[config.mk]
export PLATFORM = sky130hd
export DESIGN_NAME = mfs_ctrl
export DESIGN_NICKNAME = d
export VERILOG_FILES = /design/src/sv/max_flow_solver_defines.svh /design/src/sv/mfs_pkg.sv /design/src/sv/mfs_ctrl.sv
export SDC_FILE = /design/constraint.sdc
export NUM_CORES = 1
export LEC_CHECK = 0
export ABC_AREA = 1
export BUFFER_PORTS_ARGS = -buffer_cell sky130_fd_sc_hd__buf_2
export CELL_PAD_IN_SITES_DETAIL_PLACEMENT = 1
export CELL_PAD_IN_SITES_GLOBAL_PLACEMENT = 2
export CORE_ASPECT_RATIO = 1.75
export CORE_UTILIZATION = 24
export DETAILED_ROUTE_END_ITERATION = 12
export PLACE_DENSITY_LB_ADDON = 0.1
export SYNTH_ARGS = -nofsm -noshare
export SYNTH_HDL_FRONTEND = slang
export SYNTH_SLANG_ARGS = --single-unit
[constraint.sdc]
create_clock -name clk -period 1.5 [get_ports clk]
set_input_delay 0.225 -clock clk [delete_from_list [all_inputs] [get_ports clk]]
set_output_delay 0.225 -clock clk [all_outputs]
set_load 0.1 [all_outputs]
[src/sv/max_flow_solver_defines.svh]
// ----------------------------------------------------------------------------
// max_flow_solver_defines.svh
// Assertion macros for the max flow solver. Define NO_ASSERTIONS to drop them.
// ----------------------------------------------------------------------------
`ifndef MAX_FLOW_SOLVER_DEFINES_SVH
`define MAX_FLOW_SOLVER_DEFINES_SVH

`ifndef NO_ASSERTIONS
// same-cycle implication
`define MFS_ASSERT_NOW(lbl, ck, rn, ante, cons) \
	lbl: assert property (@(posedge ck) disable iff (!rn) (ante) |-> (cons)) \
		else $error("max_flow_solver: same-cycle check failed");
// next-cycle implication
`define MFS_ASSERT_NEXT(lbl, ck, rn, ante, cons) \
	lbl: assert property (@(posedge ck) disable iff (!rn) (ante) |=> (cons)) \
		else $error("max_flow_solver: next-cycle check failed");
`else
`define MFS_ASSERT_NOW(lbl, ck, rn, ante, cons)
`define MFS_ASSERT_NEXT(lbl, ck, rn, ante, cons)
`endif

`endif

[src/sv/mfs_pkg.sv]
// ----------------------------------------------------------------------------
// mfs_pkg
// Shared constants, sequencer codes and controller/datapath bundles.
// ----------------------------------------------------------------------------
package mfs_pkg;

	// default sizing
	localparam int MAX_VERTICES_DEF = 64;
	localparam int MAX_EDGES_DEF    = 1024;
	localparam int SCALE_PHASES_DEF = 31;

	// fixed field widths
	localparam int VERTEX_W  = 6;
	localparam int CAP_W     = 31;
	localparam int RES_W     = 32;
	localparam int FLOW_W    = 42;
	localparam int MASK_W    = 64;
	localparam int VCOUNT_W  = 7;
	localparam int CFG_IDX_W = 2;
	localparam int CFG_DAT_W = 7;

	// configuration register indexes
	localparam logic [CFG_IDX_W-1:0] CFG_VERTEX_COUNT = 2'd0;
	localparam logic [CFG_IDX_W-1:0] CFG_SOURCE       = 2'd1;
	localparam logic [CFG_IDX_W-1:0] CFG_SINK         = 2'd2;

	// configuration reset values
	localparam logic [VCOUNT_W-1:0] VCOUNT_RST = 7'd64;
	localparam logic [VERTEX_W-1:0] SOURCE_RST = 6'd0;
	localparam logic [VERTEX_W-1:0] SINK_RST   = 6'd63;

	// sequencer state codes (also the datapath operation)
	localparam int ST_W = 6;
	localparam logic [ST_W-1:0] ST_IDLE     = 6'd0;
	localparam logic [ST_W-1:0] ST_AP_RD1   = 6'd1;
	localparam logic [ST_W-1:0] ST_AP_WR1   = 6'd2;
	localparam logic [ST_W-1:0] ST_AP_RD2   = 6'd3;
	localparam logic [ST_W-1:0] ST_AP_WR2   = 6'd4;
	localparam logic [ST_W-1:0] ST_SV_INIT  = 6'd5;
	localparam logic [ST_W-1:0] ST_BF_INIT  = 6'd6;
	localparam logic [ST_W-1:0] ST_BF_POP   = 6'd7;
	localparam logic [ST_W-1:0] ST_BF_VTX   = 6'd8;
	localparam logic [ST_W-1:0] ST_BF_VTX2  = 6'd9;
	localparam logic [ST_W-1:0] ST_BF_EDGE  = 6'd10;
	localparam logic [ST_W-1:0] ST_BF_EDGE2 = 6'd11;
	localparam logic [ST_W-1:0] ST_DF_INIT  = 6'd12;
	localparam logic [ST_W-1:0] ST_DF_TOP   = 6'd13;
	localparam logic [ST_W-1:0] ST_DF_CUR   = 6'd14;
	localparam logic [ST_W-1:0] ST_DF_SCAN  = 6'd15;
	localparam logic [ST_W-1:0] ST_DF_SCAN2 = 6'd16;
	localparam logic [ST_W-1:0] ST_DF_SCAN3 = 6'd17;
	localparam logic [ST_W-1:0] ST_DF_FAIL  = 6'd18;
	localparam logic [ST_W-1:0] ST_DF_POP   = 6'd19;
	localparam logic [ST_W-1:0] ST_DF_POP2  = 6'd20;
	localparam logic [ST_W-1:0] ST_PM_INIT  = 6'd21;
	localparam logic [ST_W-1:0] ST_PM_RD    = 6'd22;
	localparam logic [ST_W-1:0] ST_PM_RE    = 6'd23;
	localparam logic [ST_W-1:0] ST_PM_MIN   = 6'd24;
	localparam logic [ST_W-1:0] ST_PU_INIT  = 6'd25;
	localparam logic [ST_W-1:0] ST_PU_RD    = 6'd26;
	localparam logic [ST_W-1:0] ST_PU_E     = 6'd27;
	localparam logic [ST_W-1:0] ST_PU_SUB   = 6'd28;
	localparam logic [ST_W-1:0] ST_PU_ADD   = 6'd29;
	localparam logic [ST_W-1:0] ST_FLOW_ADD = 6'd30;
	localparam logic [ST_W-1:0] ST_PH_NEXT  = 6'd31;
	localparam logic [ST_W-1:0] ST_FINISH   = 6'd32;
	localparam logic [ST_W-1:0] ST_DONE     = 6'd33;

	// controller to datapath
	typedef struct packed {
		logic [ST_W-1:0] op;
		logic            load;
	} cmd_t;

	// datapath to controller
	typedef struct packed {
		logic drop;        // edge does not fit or names a vertex out of range
		logic last;        // latched edge ends the graph
		logic bad_st;      // source/sink out of range or equal
		logic bf_more;     // queue not empty and sink not yet leveled
		logic e_none;      // current edge pointer is the end marker
		logic v_is_t;      // walk reached the sink
		logic df_ok;       // scanned edge advances the walk
		logic depth_zero;  // path stack empty
		logic t_reached;   // sink got a level in the last search
		logic i_end;       // path index walked the whole stack
		logic phase_last;  // final scaling phase
	} sts_t;

endpackage

[src/sv/mfs_ctrl.sv]
// ----------------------------------------------------------------------------
// mfs_ctrl
// Sequencer for edge loading, leveling search, path walk and augmentation.
// ----------------------------------------------------------------------------
module mfs_ctrl (
	input  logic          clk,
	input  logic          arst_n,
	input  logic          start,
	input  mfs_pkg::sts_t sts,
	output mfs_pkg::cmd_t cmd,
	output logic          busy,
	output logic          done
);
	import mfs_pkg::*;

	logic [ST_W-1:0] state_q;
	logic [ST_W-1:0] state_d;

	// pick the next step from datapath status
	always_comb begin
		state_d = state_q;
		unique case (state_q)
			ST_IDLE:     if (start) state_d = ST_AP_RD1;
			ST_AP_RD1: begin
				if (!sts.drop)    state_d = ST_AP_WR1;
				else if (sts.last) state_d = ST_SV_INIT;
				else               state_d = ST_IDLE;
			end
			ST_AP_WR1:   state_d = ST_AP_RD2;
			ST_AP_RD2:   state_d = ST_AP_WR2;
			ST_AP_WR2:   state_d = sts.last ? ST_SV_INIT : ST_IDLE;
			ST_SV_INIT:  state_d = sts.bad_st ? ST_DONE : ST_BF_INIT;
			ST_BF_INIT:  state_d = ST_BF_POP;
			ST_BF_POP:   state_d = sts.bf_more ? ST_BF_VTX : ST_DF_INIT;
			ST_BF_VTX:   state_d = ST_BF_VTX2;
			ST_BF_VTX2:  state_d = ST_BF_EDGE;
			ST_BF_EDGE:  state_d = sts.e_none ? ST_BF_POP : ST_BF_EDGE2;
			ST_BF_EDGE2: state_d = ST_BF_EDGE;
			ST_DF_INIT:  state_d = ST_DF_TOP;
			ST_DF_TOP:   state_d = sts.v_is_t ? ST_PM_INIT : ST_DF_CUR;
			ST_DF_CUR:   state_d = ST_DF_SCAN;
			ST_DF_SCAN:  state_d = sts.e_none ? ST_DF_FAIL : ST_DF_SCAN2;
			ST_DF_SCAN2: state_d = ST_DF_SCAN3;
			ST_DF_SCAN3: state_d = sts.df_ok ? ST_DF_TOP : ST_DF_SCAN;
			ST_DF_FAIL: begin
				if (!sts.depth_zero)    state_d = ST_DF_POP;
				else if (sts.t_reached) state_d = ST_BF_INIT;
				else                    state_d = ST_PH_NEXT;
			end
			ST_DF_POP:   state_d = ST_DF_POP2;
			ST_DF_POP2:  state_d = ST_DF_TOP;
			ST_PM_INIT:  state_d = ST_PM_RD;
			ST_PM_RD:    state_d = sts.i_end ? ST_PU_INIT : ST_PM_RE;
			ST_PM_RE:    state_d = ST_PM_MIN;
			ST_PM_MIN:   state_d = ST_PM_RD;
			ST_PU_INIT:  state_d = ST_PU_RD;
			ST_PU_RD:    state_d = sts.i_end ? ST_FLOW_ADD : ST_PU_E;
			ST_PU_E:     state_d = ST_PU_SUB;
			ST_PU_SUB:   state_d = ST_PU_ADD;
			ST_PU_ADD:   state_d = ST_PU_RD;
			ST_FLOW_ADD: state_d = ST_DF_INIT;
			ST_PH_NEXT:  state_d = sts.phase_last ? ST_FINISH : ST_BF_INIT;
			ST_FINISH:   state_d = ST_DONE;
			ST_DONE:     state_d = ST_IDLE;
			default:     state_d = ST_IDLE;
		endcase
	end

	// state register
	always_ff @(posedge clk or negedge arst_n) begin
		if (!arst_n) begin
			state_q <= ST_IDLE;
		end else begin
			state_q <= state_d;
		end
	end

	// drive the datapath and the handshake
	assign cmd.op   = state_q;
	assign cmd.load = (state_q == ST_IDLE) && start;
	assign busy     = (state_q != ST_IDLE);
	assign done     = (state_q == ST_DONE);

endmodule

==> qor.yml <==
final-seq-area_um2: 173
yosys_warnings: 0
final_core_util_pct: 52.8
path_max_fanout: 2
layout_common_cells: "buf_4 (38), nand2_1 (24), inv_1 (18)"
antenna_found_initial: 0
area_delta_synth_final_pct: 109
worstPathArrival_ns: 1.62
max_freq_mhz: 542
cp-end-kind: "output pin"
drv_cap: 0
dp_worst_setup_slack_ns: -0.151
synth_top_area_cell: "dfrtp_1"
cts_tree: "done"
setup_violations: 9
drt_wl_total_um: 4880
crit_buf_inv: 3
htree_levels: 1
final_common_cell: "buf_4"
viasPerCell: 5.13
slowest_delay_ns: 0.48
timing.final.crit_share_pct: 123
violations: "setup timing"
cp_common_cell: "nor2_4"
cp_slowest_cell: "dfrtp_4"
clockBufferDepth: 2
synth_top_area_share_pct: 17.7
avgSynthCellArea_um2: 5.34
drive_above_1_share_pct: 60.2
multiInputGateArea_um2: 771
grt_pass1_vias: 1518
hold_viol_final: 0
cp-start-kind: "flop"
ir_worst_vdd_uv: 1450
dieHeight_um: 80.7
largest_reg_flops: 6
setup_ws_ns: -0.344
synth_flop_cell: "dfrtp_1"
cts.clk_slew.worst_paths_ns: 0.04
wire_per_inst_um: 17.7
io_buffers: 22
cts_buffers: 3
ys_top_cells_by_area: "dfrtp_1 (18%), nand2_1 (18%), nand3_1 (15%), inv_1 (12%), nor2_1 (9.3%)"
crit_type: "flop to output pin"
dr.first_iter.drc_count: 40
postRouteAntennaNets: 0
synth.distinct_cells: 20
syn_inst: 159
grt_start_max_net_pins: 15
fp.coreArea_mm2: 0.00336
cts.sinks: 6
start_util_pct: 25.2
grt_pass1_wl_um: 7220
relSlewSlack_pct: 67.7
skew_ns: 0.00398
rows: 28
post-dp-hpwl_um: 3470
reg_top3: "state_q (6)"
largest_register: "state_q"
ys_ff_latch: 6
min_path_type: "input pin to flop"
p_per_area_mw_per_mm2: 2100
overflow: 0
cts_root_buf: "clkbuf_8"
synth-edff-count: 0
period_needed_ns: 1.84
drc: 0
status: "finished with violations"
cpLargestDelayFamily: "simple AND/OR/NAND/NOR gates"
leakage_nw: 0.914
syn_area_um2: 848
path_cells: "nor2_4 > inv_2 > nor3_4 > clkinvlp_4 > nor2_4 > buf_12"
syn_nets: 173
grt_use_total_pct: 27.4
slew_violations: 0
insertedDiodeCount: 0
rsz0062_at_grt: "true"
gp_congestion: 0.890
firstDrtPassIters: 4
io_pins: 23
vias: 1415
clkLatencyLatePin_ns: 0.23
synth-async-reset-ratio_pct: 100
worst_pin_slew_ns: 0.487
cp.required_ns: 1.27
nets: 247
fillCellCount: 457
fp.dieArea_mm2: 0.00379
seq_area_frac_synth_pct: 17.7
die_width_um: 46.9
==> stage by stage <==
stage / cells / hold slack, ns / total power [mW] / setup TNS, ns / cell area [um2]
2_1_floorplan: 159 / -0.0706 / 1.83 / -1.81 / 922
3_3_place_gp: 262 / 0.0687 / 2.86 / -0.453 / 1460
3_5_place_dp: 262 / 0.0742 / 2.90 / -0.656 / 1460
4_1_cts: 276 / 0.246 / 3.47 / -1.46 / 1680
5_1_grt: 276 / 0.265 / 3.91 / -2.03 / 1780
6_report: 276 / 0.243 / 3.73 / -1.39 / 1780
==> timing repair <==
item / CTS / global route
hold buffers: 1 / 0
endpoints found under the setup margin: 8 / 9
pin swaps: 19 / 12
gates resized for setup: 31 / 29
hold endpoints to repair: 6 / 0
buffers inserted: 11 / 1
cloned: 0 / 0
==> final timing paths <==
| kind | start | cells past startpoint | end | slack, ns |
|---|---|---|---|---|
| min in group asynchronous | arst_n | 2 | state_q[4] | 0.38 |
| setup / recovery | state_q[5] | 6 | cmd[0] | -0.34 |
| hold / removal | sts[0] | 3 | state_q[5] | 0.24 |
| hold reg to reg | state_q[5] | 7 | state_q[0] | 0.88 |
| max in group asynchronous | arst_n | 2 | state_q[0] | 0.92 |
| setup reg to reg | state_q[0] | 9 | state_q[2] | -0.12 |
==> kinds of logic after synthesis <==
group,share of synthesized area (%)
simple gates,61.2
buf+inv,15.2
flops,17.7
compound gates,5.90
==> tightest hold or removal path, cell delays in order <==
cell	delay [ns]
buf_2	0.09
nand2_1	0.06
nand3_1	0.06
==> final cells by class <==
| cell class | count | share of cell area [%] |
|---|---|---|
| Timing Repair Buffer | 71 | 34.5 |
| Inverter | 31 | 6.90 |
| Clock buffer | 3 | 2.32 |
| Multi-Input combinational cell | 120 | 43.4 |
| Tap cell | 45 | 3.17 |
| Sequential cell | 6 | 9.72 |
==> synth_stat cells (all sizes together), types with 2 or more instances <==
library cell  number
buf                2
nand2             40
a21oi              2
nor2              28
o21ai              4
nor3               7
nand4              8
inv               31
dfrtp              6
nand3             27
==> per-layer routing <==
metal	wire length (um)	GRT usage, %
met1	1690	28.8
met4	276	13.7
met3	294	4.94
met5	0	0
met2	2620	48.6
==> power breakdown <==
part,total [mW],switching [mW],internal [mW]
Sequential,0.374,0.112,0.263
Clock,0.270,0.0948,0.175
Combinational,3.08,1.92,1.17
Total,3.73,2.12,1.60
Power figures use the tool's default switching activity.
